===== src/rtl/core/fskcf_pkg.sv =====
// fskcf_pkg: shared types, constants and sine tables for the fsk framer
// no dependencies; used by fskcf_wave and fsk_cassette_framer_modulator
package fskcf_pkg;

  localparam int INTRO_BITS      = 8;
  localparam int OUTRO_BITS      = 8;
  localparam int COUNT_WIDTH     = 16;
  localparam int SAMPLES_PER_BIT = 10;
  localparam int SAMPLE_W        = 16;
  localparam int MARK_IDX_W      = $clog2(INTRO_BITS);
  localparam int PADDR_W         = 4;
  localparam int PDATA_W         = 32;

  // register indexes
  localparam logic [1:0] REG_FRAME_LENGTH = 2'd0;
  localparam logic [1:0] REG_INTRO        = 2'd1;
  localparam logic [1:0] REG_OUTRO        = 2'd2;

  // register reset values
  localparam logic [COUNT_WIDTH-1:0] FRAME_LENGTH_RST = COUNT_WIDTH'(1024);
  localparam logic [INTRO_BITS-1:0]  INTRO_RST        = INTRO_BITS'(210);
  localparam logic [OUTRO_BITS-1:0]  OUTRO_RST        = OUTRO_BITS'(45);

  typedef logic signed [SAMPLE_W-1:0] sample_t;
  typedef sample_t [SAMPLES_PER_BIT-1:0] period_t;

  // which part of the frame the held item is working on
  typedef enum logic [1:0] {
    PH_INTRO,
    PH_DATA,
    PH_OUTRO
  } phase_t;

  // one full cycle over the period for a one bit
  localparam sample_t ONE_WAVE [SAMPLES_PER_BIT] = '{
    16'sd0, 16'sd19259, 16'sd31163, 16'sd31163, 16'sd19259,
    16'sd0, -16'sd19259, -16'sd31163, -16'sd31163, -16'sd19259
  };

  // half cycle over the period for a zero bit
  localparam sample_t ZERO_WAVE [SAMPLES_PER_BIT] = '{
    16'sd0, 16'sd10125, 16'sd19259, 16'sd26509, 16'sd31163,
    16'sd32767, 16'sd31163, 16'sd26509, 16'sd19259, 16'sd10125
  };

endpackage


===== src/rtl/core/fskcf_wave.sv =====
// fskcf_wave: builds the ten samples of one bit period with polarity applied
// depends on fskcf_pkg for the sine tables and period type
module fskcf_wave (
  input  logic              bit_val,
  input  logic              neg,
  output fskcf_pkg::period_t period
);

  // table lookup per sample, negated on negative polarity
  always_comb begin
    for (int j = 0; j < fskcf_pkg::SAMPLES_PER_BIT; j++) begin
      fskcf_pkg::sample_t v;
      v = bit_val ? fskcf_pkg::ONE_WAVE[j] : fskcf_pkg::ZERO_WAVE[j];
      period[j] = neg ? -v : v;
    end
  end

endmodule


===== src/rtl/core/fsk_cassette_framer_modulator.sv =====
// fsk_cassette_framer_modulator: frames payload bits with intro/outro markers
// and emits one fsk bit period per result; uses fskcf_pkg and fskcf_wave
//
//  channel  | handshake              | payload
//  ---------+------------------------+--------------------------------------
//  in       | in_valid / in_ready    | in_data_bit
//  out      | out_valid / out_ready  | out_sample_0..9, out_sent_bit,
//           |                        | out_last_of_run
//  cfg      | psel/penable/pwrite    | paddr, pwdata, prdata (pready high)
//
// one bit period is produced per cycle unless out stalls, from a one-item hold
// register into the output register: an item gives its data period, after the
// 8 intro bits at frame start and before the 8 outro bits at frame end. plain
// data items run back to back at one per cycle unless out stalls; the next item
// is taken in the cycle the last period of the held item is loaded. synchronous
// active-low reset restores the registers and clears polarity, bit count and
// valid flags. a stall on out holds the output register and the held item.
module fsk_cassette_framer_modulator (
  input  logic                              clk,
  input  logic                              rst_n,
  // input channel
  input  logic                              in_valid,
  output logic                              in_ready,
  input  logic                              in_data_bit,
  // result channel
  output logic                              out_valid,
  input  logic                              out_ready,
  output logic signed [fskcf_pkg::SAMPLE_W-1:0] out_sample_0,
  output logic signed [fskcf_pkg::SAMPLE_W-1:0] out_sample_1,
  output logic signed [fskcf_pkg::SAMPLE_W-1:0] out_sample_2,
  output logic signed [fskcf_pkg::SAMPLE_W-1:0] out_sample_3,
  output logic signed [fskcf_pkg::SAMPLE_W-1:0] out_sample_4,
  output logic signed [fskcf_pkg::SAMPLE_W-1:0] out_sample_5,
  output logic signed [fskcf_pkg::SAMPLE_W-1:0] out_sample_6,
  output logic signed [fskcf_pkg::SAMPLE_W-1:0] out_sample_7,
  output logic signed [fskcf_pkg::SAMPLE_W-1:0] out_sample_8,
  output logic signed [fskcf_pkg::SAMPLE_W-1:0] out_sample_9,
  output logic                              out_sent_bit,
  output logic                              out_last_of_run,
  // configuration port
  input  logic                              psel,
  input  logic                              penable,
  input  logic                              pwrite,
  input  logic [fskcf_pkg::PADDR_W-1:0]     paddr,
  input  logic [fskcf_pkg::PDATA_W-1:0]     pwdata,
  output logic [fskcf_pkg::PDATA_W-1:0]     prdata,
  output logic                              pready
);

  // configuration registers
  logic [fskcf_pkg::COUNT_WIDTH-1:0] frame_len_r;
  logic [fskcf_pkg::INTRO_BITS-1:0]  intro_r;
  logic [fskcf_pkg::OUTRO_BITS-1:0]  outro_r;

  // held item and sequencer state
  logic                              item_valid_r, item_valid_nxt;
  logic                              item_bit_r, item_bit_nxt;
  fskcf_pkg::phase_t                 phase_r, phase_nxt;
  logic [fskcf_pkg::MARK_IDX_W-1:0]  idx_r, idx_nxt;
  logic                              tone_sign_r, tone_sign_nxt;
  logic [fskcf_pkg::COUNT_WIDTH-1:0] bit_pos_r, bit_pos_nxt;

  // output register
  logic                              out_valid_r, out_valid_nxt;
  fskcf_pkg::period_t                out_period_r;
  logic                              out_bit_r;
  logic                              out_last_r;

  logic                              gen;
  logic                              cur_bit;
  logic                              cur_last;
  logic [fskcf_pkg::COUNT_WIDTH-1:0] pos_inc;
  logic                              frame_end;
  logic                              wr_en;
  fskcf_pkg::period_t                period;

  assign pready = 1'b1;
  assign wr_en  = psel && penable && pwrite;

  // register writes
  always_ff @(posedge clk) begin
    if (!rst_n) begin
      frame_len_r <= fskcf_pkg::FRAME_LENGTH_RST;
      intro_r     <= fskcf_pkg::INTRO_RST;
      outro_r     <= fskcf_pkg::OUTRO_RST;
    end else if (wr_en) begin
      case (paddr[3:2])
        fskcf_pkg::REG_FRAME_LENGTH: frame_len_r <= pwdata[fskcf_pkg::COUNT_WIDTH-1:0];
        fskcf_pkg::REG_INTRO:        intro_r     <= pwdata[fskcf_pkg::INTRO_BITS-1:0];
        fskcf_pkg::REG_OUTRO:        outro_r     <= pwdata[fskcf_pkg::OUTRO_BITS-1:0];
        default: ;
      endcase
    end
  end

  // register reads
  always_comb begin
    case (paddr[3:2])
      fskcf_pkg::REG_FRAME_LENGTH:
        prdata = {{(fskcf_pkg::PDATA_W-fskcf_pkg::COUNT_WIDTH){1'b0}}, frame_len_r};
      fskcf_pkg::REG_INTRO:
        prdata = {{(fskcf_pkg::PDATA_W-fskcf_pkg::INTRO_BITS){1'b0}}, intro_r};
      fskcf_pkg::REG_OUTRO:
        prdata = {{(fskcf_pkg::PDATA_W-fskcf_pkg::OUTRO_BITS){1'b0}}, outro_r};
      default:
        prdata = '0;
    endcase
  end

  // current period: bit, end-of-item flag and frame sequencing
  always_comb begin
    gen       = item_valid_r && (!out_valid_r || out_ready);
    pos_inc   = bit_pos_r + fskcf_pkg::COUNT_WIDTH'(1);
    frame_end = (pos_inc == frame_len_r);
    cur_bit   = item_bit_r;
    cur_last  = 1'b0;
    phase_nxt = phase_r;
    idx_nxt   = idx_r;
    bit_pos_nxt = bit_pos_r;

    case (phase_r)
      fskcf_pkg::PH_INTRO: begin
        cur_bit = intro_r[fskcf_pkg::MARK_IDX_W'(fskcf_pkg::INTRO_BITS-1) - idx_r];
        if (gen) begin
          idx_nxt = idx_r + fskcf_pkg::MARK_IDX_W'(1);
          if (idx_r == fskcf_pkg::MARK_IDX_W'(fskcf_pkg::INTRO_BITS-1)) begin
            phase_nxt = fskcf_pkg::PH_DATA;
          end
        end
      end
      fskcf_pkg::PH_DATA: begin
        cur_bit  = item_bit_r;
        cur_last = !frame_end;
        if (gen) begin
          if (frame_end) begin
            bit_pos_nxt = '0;
            phase_nxt   = fskcf_pkg::PH_OUTRO;
            idx_nxt     = '0;
          end else begin
            bit_pos_nxt = pos_inc;
          end
        end
      end
      fskcf_pkg::PH_OUTRO: begin
        cur_bit  = outro_r[fskcf_pkg::MARK_IDX_W'(fskcf_pkg::OUTRO_BITS-1) - idx_r];
        cur_last = (idx_r == fskcf_pkg::MARK_IDX_W'(fskcf_pkg::OUTRO_BITS-1));
        if (gen) begin
          idx_nxt = idx_r + fskcf_pkg::MARK_IDX_W'(1);
        end
      end
      default: begin
        cur_bit  = item_bit_r;
        cur_last = 1'b1;
      end
    endcase

    // polarity flips after every zero bit sent
    tone_sign_nxt = (gen && !cur_bit) ? !tone_sign_r : tone_sign_r;

    // hold register: free when the last period leaves, refilled on accept
    in_ready       = !item_valid_r || (gen && cur_last);
    item_valid_nxt = item_valid_r;
    item_bit_nxt   = item_bit_r;
    if (gen && cur_last) begin
      item_valid_nxt = 1'b0;
    end
    if (in_valid && in_ready) begin
      item_valid_nxt = 1'b1;
      item_bit_nxt   = in_data_bit;
      idx_nxt        = '0;
      phase_nxt      = (bit_pos_nxt == '0) ? fskcf_pkg::PH_INTRO : fskcf_pkg::PH_DATA;
    end

    // output register occupancy
    if (gen) begin
      out_valid_nxt = 1'b1;
    end else if (out_ready) begin
      out_valid_nxt = 1'b0;
    end else begin
      out_valid_nxt = out_valid_r;
    end
  end

  fskcf_wave u_wave (
    .bit_val (cur_bit),
    .neg     (tone_sign_r),
    .period  (period)
  );

  // control state
  always_ff @(posedge clk) begin
    if (!rst_n) begin
      item_valid_r <= 1'b0;
      out_valid_r  <= 1'b0;
      tone_sign_r  <= 1'b0;
      bit_pos_r    <= '0;
      phase_r      <= fskcf_pkg::PH_INTRO;
      idx_r        <= '0;
    end else begin
      item_valid_r <= item_valid_nxt;
      out_valid_r  <= out_valid_nxt;
      tone_sign_r  <= tone_sign_nxt;
      bit_pos_r    <= bit_pos_nxt;
      phase_r      <= phase_nxt;
      idx_r        <= idx_nxt;
    end
  end

  // payload registers
  always_ff @(posedge clk) begin
    item_bit_r <= item_bit_nxt;
    if (gen) begin
      out_period_r <= period;
      out_bit_r    <= cur_bit;
      out_last_r   <= cur_last;
    end
  end

  assign out_valid       = out_valid_r;
  assign out_sample_0    = out_period_r[0];
  assign out_sample_1    = out_period_r[1];
  assign out_sample_2    = out_period_r[2];
  assign out_sample_3    = out_period_r[3];
  assign out_sample_4    = out_period_r[4];
  assign out_sample_5    = out_period_r[5];
  assign out_sample_6    = out_period_r[6];
  assign out_sample_7    = out_period_r[7];
  assign out_sample_8    = out_period_r[8];
  assign out_sample_9    = out_period_r[9];
  assign out_sent_bit    = out_bit_r;
  assign out_last_of_run = out_last_r;

endmodule

===== config.mk =====
export PLATFORM = sky130hd
export DESIGN_NAME = fsk_cassette_framer_modulator
export DESIGN_NICKNAME = d
export VERILOG_FILES = /design/src/rtl/core/fskcf_pkg.sv /design/src/rtl/core/fskcf_wave.sv /design/src/rtl/core/fsk_cassette_framer_modulator.sv
export SDC_FILE = /design/constraint.sdc
export NUM_CORES = 1
export LEC_CHECK = 0
export BUFFER_PORTS_ARGS = -buffer_cell sky130_fd_sc_hd__buf_2
export CAP_MARGIN = 30
export CORE_MARGIN = 1
export CORE_UTILIZATION = 40
export CTS_CLUSTER_DIAMETER = 120
export DETAILED_ROUTE_END_ITERATION = 16
export GPL_TIMING_DRIVEN = 0
export PLACE_DENSITY = 0.61
export SETUP_SLACK_MARGIN = 0.4
export SLEW_MARGIN = 30
export SYNTH_ARGS = -nofsm -noshare
export SYNTH_HDL_FRONTEND = slang
export SYNTH_HIERARCHICAL = 1
export SYNTH_SLANG_ARGS = --single-unit

===== constraint.sdc =====
create_clock -name clk -period 8 [get_ports clk]
set_input_delay 2.4 -clock clk [delete_from_list [all_inputs] [get_ports clk]]
set_output_delay 2.4 -clock clk [all_outputs]
set_load 0.005 [all_outputs]

==> results of run 1 <==
==> worst paths after layout <==
| kind | end | cells after the start | slack, ns | from |
|---|---|---|---|---|
| max | in_ready | 10 | 1.92 | bit_pos_r[0] |
| min | outro_r[7] | 2 | 0.47 | outro_r[7] |
| max reg2reg | out_sample_7[3] | 9 | 4.24 | idx_r[0] |
| min reg2reg | outro_r[7] | 2 | 0.47 | outro_r[7] |
==> cells in the final DEF (no fill, tap or decap), types with 8 or more instances in the layout <==
| cell | count |
|---|---|
| buf_2 | 215 |
| buf_4 | 174 |
| edfxtp_1 | 163 |
| nand2_1 | 74 |
| dfxtp_1 | 55 |
| conb_1 | 41 |
| a21oi_1 | 31 |
| clkbuf_1 | 30 |
| nand3_1 | 25 |
| clkbuf_16 | 25 |
| nor2_1 | 21 |
| mux2i_1 | 19 |
| xnor2_1 | 17 |
| o21ai_0 | 15 |
| a22oi_1 | 12 |
| a31o_1 | 11 |
| and2_1 | 9 |
| and3_1 | 8 |
| inv_1 | 8 |
==> synth_stat cells, types with 3 or more instances <==
library cell,number
dfxtp_1,56
nor2b_1,6
nor4_1,5
nand3b_1,3
a211o_1,3
nand4_1,7
o21ai_0,15
a31o_1,11
ha_1,5
mux4_2,5
a21oi_1,31
a22oi_1,12
edfxtp_1,163
o211ai_1,3
o22ai_1,3
nor3b_1,3
inv_1,11
nor3_1,7
nand3_1,25
nor4_2,3
a31oi_1,5
nor2_1,21
mux2i_1,19
clkbuf_1,22
and3_1,8
xnor2_1,17
or4_1,7
and2_1,9
nand3_2,3
buf_4,174
buf_2,11
nand2_1,74
or3_1,3
nand4b_1,6
conb_1,4
buf_1,5
xor2_1,5
==> critical path, cell delays in order (launching register included) <==
cell	delay, ns
dfxtp_1	0.34
buf_2	0.23
nand4_2	0.29
or4_1	0.48
buf_2	0.18
xnor2_1	0.14
or4_4	0.53
nor4_4	0.41
buf_4	0.26
a31oi_1	0.11
buf_2	0.18
==> cell type report <==
type                    instances  area [um2]
plain buffers                 213        1470
clock buffers                  36         697
clock inverters                 9        93.8
fillers                      2158       12000
inverters                      11        48.8
multi-input cells             398        2550
flip-flops and latches        219        6020
well taps                     324         405
repair buffers                205        1050
==> stage by stage <==
stage          setup TNS, ns  cell area, um2  hold WS (ns)  setup WS [ns]  instances
2_1_floorplan              0           10100         0.446           1.48        841
3_3_place_gp          -0.152           11500         0.460         -0.152       1369
3_5_place_dp               0           11500         0.463           1.95       1370
4_1_cts                    0           12300         0.471           1.90       1415
5_1_grt                    0           12300         0.496           1.72       1415
6_report                   0           12300         0.471           1.92       1415
==> logic make-up after synthesis <==
| kind of cell | Yosys count | share of synthesized area |
|---|---|---|
| fa+ha+maj | 5 | 0.00629 |
| simple gates | 204 | 0.111 |
| xor+xnor | 24 | 0.0239 |
| compound gates | 100 | 0.0697 |
| other cells | 4 | 0.00151 |
| mux | 24 | 0.0304 |
| flops | 219 | 0.605 |
| buf+inv | 224 | 0.152 |
==> report_power, final <==
part / internal [uW] / total (uW) / switching [uW]
clock: 641 / 1080 / 441
combinational: 196 / 364 / 168
sequential: 1320 / 1350 / 22.8
total: 2160 / 2790 / 632
==> flip-flops by register name, summed over array words and instances, names as in the netlist <==
signal / cells
idx_r: 3
out_sample_1: 16
out_sample_6: 16
item_valid_r: 1
out_sample_0: 16
out_sample_7: 16
out_sample_5: 16
intro_r: 8
out_sample_2: 16
out_valid: 1
bit_pos_r: 16
item_bit_r: 1
outro_r: 8
out_sample_9: 16
out_sample_3: 16
out_sample_8: 16
out_last_of_run: 1
phase_r: 2
frame_len_r: 16
tone_sign_r: 1
out_sample_4: 16
out_sent_bit: 1
==> metal layers <==
layer  track usage  wire [um]  vias up
met5             0          0        -
met4        0.0380        335        0
met3        0.0325       1570       30
met2         0.273      10000      251
met1         0.224       9450     3026
li1              -          -     3221
==> summary.md, run 1 <==
| Metric | Value |
|---|---|
| H-tree depth | `1` |
| Final number of setup-violating endpoints | `0` |
| Reg clk slew, reported paths | `0.06 ns` |
| Critical path data arrival time | `3.68 ns` |
| Worst hold-check path type | `reg2reg` |
| Post-synth ARST share | `0` |
| CTS tree | `done` |
| Nets | `1122` |
| CTS Hold Bufs | `0` |
| Mapped Cells | `804` |
| Final wirelength | `21400 um` |
| Root buffer cell | `clkbuf_16` |
| DRT antenna net count | `0` |
| Vias in the first global route | `6108` |
| Post-Syn Area | `0.00995 mm2` |
| Leak | `0.00501 uW` |
| Total CTS buffers | `25` |
| Detailed Place HPWL | `15200 um` |
| Max Buffers Root-to-Sink | `3` |
| Routed WL per cell | `15.1 um` |
| Die Height | `160 um` |
| Fin util | `0.507` |
| Area leader, netlist | `edfxtp_1` |
| Pwr/cell area | `226 mW/mm2` |
| Clk_lat worst skew | `0.52 ns` |
| Antenna Diode Count | `0` |
| Number of hold violations in the final report | `0` |
| Min Tclk post-route | `6.08 ns` |
| GRT Util Overall | `0.165` |
| EDFF count, synth | `163` |
| Status | `finished clean` |
| Vias/cell | `4.61` |
| DR vias | `6528` |
| Area Growth Syn to Fin | `24.1%` |
| Core box area | `0.0243 mm2` |
| CP max FO | `10` |
| Worst-margin pin slew | `0.889 ns` |
| Initial Util | `0.409` |
| Final worst path period share | `0.760` |
| RD Place Congestion | `0.925` |
| Worst Clk Skew | `0.0179 ns` |
| Critical path required time | `5.60 ns` |
| # Post-CTS Setup Buffers | `0` |
| Yosys cell types | `64` |
| First-pass GRT wire length | `33800 um` |
| Max Cap Violations | `0` |
| Syn Area/Cell | `12.4 um2` |
| # rows | `57` |
| RSZ-0062 raised after global routing | `no` |
| Area share of the largest cell type after synthesis | `0.492` |
| Area contributors post-synth | `edfxtp_1 (49%), buf_4 (13%), dfxtp_1 (11%)` |
| FF+latch count, synth | `219` |
| VDD IR max | `0.000137 V` |
| Achievable Freq | `164 MHz` |
| Pin count of the biggest net entering global routing | `90` |
| Post-synthesis sequential area ratio | `0.605` |
| Initial antenna violation count | `0` |
| Post-CTS Resized | `0` |
| Setup crit start kind | `register` |
| Crit path capture type | `output pin` |
| Fraction of layout cells with a size suffix above 1 | `0.413` |
| Type of the worst setup path | `reg2out` |
| # port buffers | `204` |
| Die area | `0.0255 mm2` |
| DRC | `0` |
| Relative slew slack | `0.407` |
| Tot Pwr | `2790 uW` |
| Syn. warnings | `6` |
| TritonRoute pass-1 iters | `5` |
| GRT Residual Overflow | `0` |
| Synth Flop Type | `edfxtp_1` |
| Initial DRC count | `423` |
| I/O pins | `241` |
| DIE WIDTH | `160 um` |
| Sink Count | `219` |
| Final Max Tran Viols | `0` |
Note: power is estimated with default switching activity, not from simulation.
==> inputs of run 2 (changes only) <==
clock period = 6.25 ns   (was 8 ns; I/O delays follow)
==> run 2 against run 1 <==
Clock skew is 0.0041 ns higher. Register-to-register slack worse by 2.1 ns. Core utilization is 0.16 points higher. Routed wire length is 0.79% lower. Critical endpoint unchanged. Largest power group unchanged. Highest routed layer unchanged.
==> summary.md, run 2 (synthesized netlist as in run 1, its figures left out) <==
| Metric | Value |
|---|---|
| Reg clk slew, reported paths | `0.06 ns` |
| H-tree depth | `1` |
| Max Cap Violations | `0` |
| Status | `finished clean` |
| Clk_lat worst skew | `0.52 ns` |
| Critical Path Sink | `in_ready` |
| Post-CTS Resized | `0` |
| Crit path top cell by count | `buf_2` |
| Root buffer cell | `clkbuf_16` |
| Nets | `1125` |
| Slowest stage cell, crit path | `or4_4` |
| Min Tclk post-route | `5.46 ns` |
| Routed WL per cell | `15.0 um` |
| Worst R2R Setup Slack | `2.14 ns` |
| I/O pins | `241` |
| Total CTS buffers | `24` |
| GRT Residual Overflow | `0` |
| Family with the most delay on the worst path | `simple AND/OR/NAND/NOR gates` |
| Number of hold violations in the final report | `0` |
| Final instance area | `0.0124 mm2` |
| Achievable Freq | `183 MHz` |
| Commonest non-fill, non-tap cell in the layout | `buf_2` |
| Detailed Place HPWL | `15400 um` |
| Setup TNS | `0 ns` |
| DRC | `0` |
| Critical path data arrival time | `3.58 ns` |
| Final number of setup-violating endpoints | `0` |
| Commonest non-fill, non-tap cells in the layout | `buf_2 (215), buf_4 (174), edfxtp_1 (163)` |
| Worst R2R Start | `idx_r[0]` |
| VDD IR max | `0.000203 V` |
| CTS Hold Bufs | `0` |
| RSZ-0062 raised after global routing | `no` |
| Worst-margin pin slew | `0.909 ns` |
| Buf/Inv on CP | `4` |
| Pwr/cell area | `285 mW/mm2` |
| Antenna Diode Count | `0` |
| Placed cell count | `1374` |
| Vias/cell | `4.61` |
| Area Growth Syn to Fin | `24.5%` |
| Pin count of the biggest net entering global routing | `35` |
| Initial antenna violation count | `0` |
| Worst hold-check path type | `reg2reg` |
| Non-Filler Instances | `1415` |
| Crit-path cells | `buf_2, nand4_2, or4_1, buf_2, xnor2_1, or4_4, nor4_4, buf_4, a31oi_1, buf_2` |
| DR vias | `6521` |
| Reg2reg end | `out_sample_9[3]` |
| CP max stage delay | `0.52 ns` |
| CP startpoint | `bit_pos_r[0]` |
| # rows | `57` |
| Logic depth of the worst setup path including buffers | `10` |
| Final Max Tran Viols | `0` |
| Die Height | `160 um` |
| Type of the worst setup path | `reg2out` |
| # Post-CTS Setup Buffers | `0` |
| Final worst path period share | `0.873` |
| TritonRoute pass-1 iters | `5` |
| Final wirelength | `21200 um` |
| Sink Count | `219` |
| DIE WIDTH | `160 um` |
| Fraction of layout cells with a size suffix above 1 | `0.412` |
| Crit path capture type | `output pin` |
| # port buffers | `204` |
| Relative slew slack | `0.394` |
| Die area | `0.0255 mm2` |
| First-pass GRT wire length | `33500 um` |
| Fin util | `0.509` |
| Core box area | `0.0243 mm2` |
| Vias in the first global route | `6071` |
| Setup crit start kind | `register` |
| Max Buffers Root-to-Sink | `3` |
| Placed cell area | `0.0116 mm2` |
| Critical path required time | `4.38 ns` |
| GRT Util Overall | `0.164` |
| Worst Clk Skew | `0.0220 ns` |
| CP max FO | `10` |
| WHS | `0.475 ns` |
| DRT antenna net count | `0` |
| Initial Util | `0.409` |
| Cell count of the worst reg-to-reg path | `9` |
| CTS tree | `done` |
| Leak | `0.00502 uW` |
| RD Place Congestion | `0.884` |
| Initial DRC count | `459` |
[run 2: changes by cell type in the layout (fill, tap and decap cells not counted), moves of 2 or more]
cell	delta
clkbuf_8	-3
clkinv_1	+2
buf_12	+4
clkinvlp_4	-2
[run 2: worst reg2reg max path: stages, from the launching register on]
cell and delay (ns):
dfxtp_1 0.33, clkbuf_1 0.38, mux4_2 0.58, mux4_2 0.49, nand2_1 0.09, nand2_1 0.11
inv_1 0.10, ha_1 0.74, inv_1 0.68, buf_4 0.34
[run 2: worst min path at each step]
stage	from	endpoint	slack (ns)	cells past startpoint
global route	outro_r[4]	outro_r[4]	0.50	2
CTS	outro_r[6]	outro_r[6]	0.48	2
detailed placement	outro_r[6]	outro_r[6]	0.47	2
finish	outro_r[6]	outro_r[6]	0.47	2
global placement	outro_r[1]	outro_r[1]	0.46	2
floorplan	outro_r[1]	outro_r[1]	0.45	2
[run 2: area by class of cell]
cell class | instances | area [um2]
fill | 2194 | 11900
sequential | 219 | 6020
multi-input combinational | 398 | 2560
buffer | 213 | 1470
timing repair buffer | 209 | 1130
clock buffer | 32 | 631
tap | 324 | 405
clock inverter | 9 | 119
inverter | 11 | 45.0
[run 2: power breakdown]
part / internal [uW] / switching (uW) / total [uW]
Sequential: 1690 / 28.7 / 1720
Clock: 793 / 543 / 1340
Combinational: 261 / 215 / 476
Total: 2750 / 786 / 3530
[run 2: routing by layer]
layer  share of wire  routed length, um  track usage
met1            0.45               9440        0.224
met2            0.47              10100        0.272
met3           0.069               1470       0.0335
met4           0.011                225       0.0310
met5               0                  0            0
[run 2: per-stage QoR]
step | setup WS (ns) | total power [uW]
after detailed placement | 1.25 | 2230
final | 0.793 | 3530
after CTS | 0.762 | 3580
after global routing | 0.557 | 3690
after global placement | -0.0183 | 2220
after floorplan | 1.20 | 2070
==> inputs of run 3 (changes only) <==
BUFFER_PORTS_ARGS = -buffer_cell sky130_fd_sc_hd__buf_4   (was -buffer_cell sky130_fd_sc_hd__buf_2)
==> run 3 against run 2 <==
Cell area rose by 4.7%. Flip-flop and latch count did not move. Fmax fell by 1.9%. Clock-buffer cell count fell by 2. Critical path type unchanged. Highest routed layer unchanged.
==> summary.md, run 3 (synthesized netlist as in run 1, its figures left out) <==
| Metric | Value |
|---|---|
| Vias/cell | `4.65` |
| Critical path required time | `4.38 ns` |
| Tot Pwr | `3640 uW` |
| DIE WIDTH | `160 um` |
| WHS | `0.472 ns` |
| Root buffer cell | `clkbuf_16` |
| Detailed Place HPWL | `16200 um` |
| Placed cell area | `0.0122 mm2` |
| Crit-path cells | `buf_2, nand4_2, or4_1, buf_2, xnor2_1, or4_4, nor4_4, buf_4, a31oi_1, buf_4` |
| Fraction of layout cells with a size suffix above 1 | `0.418` |
| Routed WL per cell | `15.6 um` |
| # port buffers | `204` |
| Die area | `0.0255 mm2` |
| Achievable Freq | `180 MHz` |
| Number of hold violations in the final report | `0` |
| # rows | `57` |
| Family with the most delay on the worst path | `simple AND/OR/NAND/NOR gates` |
| Final number of setup-violating endpoints | `0` |
| # Post-CTS Setup Buffers | `0` |
| Commonest non-fill, non-tap cell in the layout | `buf_4` |
| Dpl ws | `1.21 ns` |
| Type of the worst setup path | `reg2out` |
| Worst Clk Skew | `0.0202 ns` |
| Setup crit start kind | `register` |
| Slowest stage cell, crit path | `or4_4` |
| Initial Util | `0.409` |
| Max Cap Violations | `0` |
| I/O pins | `241` |
| Crit path capture type | `output pin` |
| Sink Count | `219` |
| DRC | `0` |
| First-pass GRT wire length | `35000 um` |
| Reg clk slew, reported paths | `0.06 ns` |
| Commonest non-fill, non-tap cells in the layout | `buf_4 (378), edfxtp_1 (163), nand2_1 (74)` |
| Area Growth Syn to Fin | `30.4%` |
| Final worst path period share | `0.890` |
| Critical path data arrival time | `3.69 ns` |
| Core box area | `0.0243 mm2` |
| Min Tclk post-route | `5.56 ns` |
| RD Place Congestion | `0.891` |
| Antenna Diode Count | `0` |
| Initial antenna violation count | `0` |
| Post-CTS Resized | `0` |
| Buf/Inv on CP | `4` |
| CP max stage delay | `0.53 ns` |
| PnR worst setup slack | `0.689 ns` |
| Pwr/cell area | `281 mW/mm2` |
| CTS tree | `done` |
| Pin count of the biggest net entering global routing | `35` |
| Final instance area | `0.0130 mm2` |
| CP max FO | `10` |
| Relative slew slack | `0.381` |
| Clk_lat worst skew | `0.52 ns` |
| Vias in the first global route | `6231` |
| GRT Residual Overflow | `0` |
| Nets | `1126` |
| Max Buffers Root-to-Sink | `3` |
| DRT antenna net count | `0` |
| Status | `finished clean` |
| RSZ-0062 raised after global routing | `no` |
| DR vias | `6597` |
| H-tree depth | `1` |
| Final wirelength | `22200 um` |
| Leak | `0.00525 uW` |
| Final Max Tran Viols | `0` |
| Die Height | `160 um` |
| GRT Util Overall | `0.172` |
| Initial DRC count | `437` |
| VDD IR max | `0.000164 V` |
| Total CTS buffers | `24` |
| Worst hold-check path type | `reg2reg` |
| CTS Hold Bufs | `0` |
| Worst-margin pin slew | `0.921 ns` |
| Fin util | `0.533` |
| TritonRoute pass-1 iters | `6` |
run 3: power by group:
group | internal [uW] | total (uW) | switching, uW
Sequential | 1690 | 1730 | 32.6
Clock | 829 | 1390 | 559
Combinational | 308 | 529 | 222
run 3: final timing paths:
| kind | start | endpoint | slack [ns] | depth (start not counted) |
|---|---|---|---|---|
| setup / recovery | bit_pos_r[0] | in_ready | 0.69 | 10 |
| hold / removal | outro_r[7] | outro_r[7] | 0.47 | 2 |
| setup reg to reg | idx_r[0] | out_sample_9[3] | 2.47 | 9 |
| hold reg to reg | outro_r[7] | outro_r[7] | 0.47 | 2 |
run 3: routing by layer:
layer / global-route usage / vias up / share of wire
met5: 0 / - / 0
met2: 0.287 / 241 / 0.47
met3: 0.0314 / 31 / 0.067
met1: 0.235 / 3091 / 0.45
met4: 0.0363 / 0 / 0.014
li1: - / 3234 / -
run 3: worst min-delay path, stage by stage (launching register included):
cell	delay, ns
dfxtp_1	0.32
nand2_1	0.05
a21oi_1	0.05
run 3: layout make-up:
| class | count | area (um2) |
|---|---|---|
| Buffer | 213 | 1470 |
| Clock buffer | 30 | 654 |
| Sequential cell | 219 | 6020 |
| Clock inverter | 14 | 134 |
| Multi-Input combinational cell | 398 | 2560 |
| Tap cell | 324 | 405 |
| Inverter | 11 | 45.0 |
| Fill cell | 2145 | 11400 |
| Timing Repair Buffer | 210 | 1670 |
run 3: through the flow:
step / TNS (ns) / instances
after CTS: 0 / 1419
after floorplan: 0 / 841
after detailed placement: 0 / 1375
after global routing: 0 / 1419
after global placement: -4.50 / 1369
final: 0 / 1419
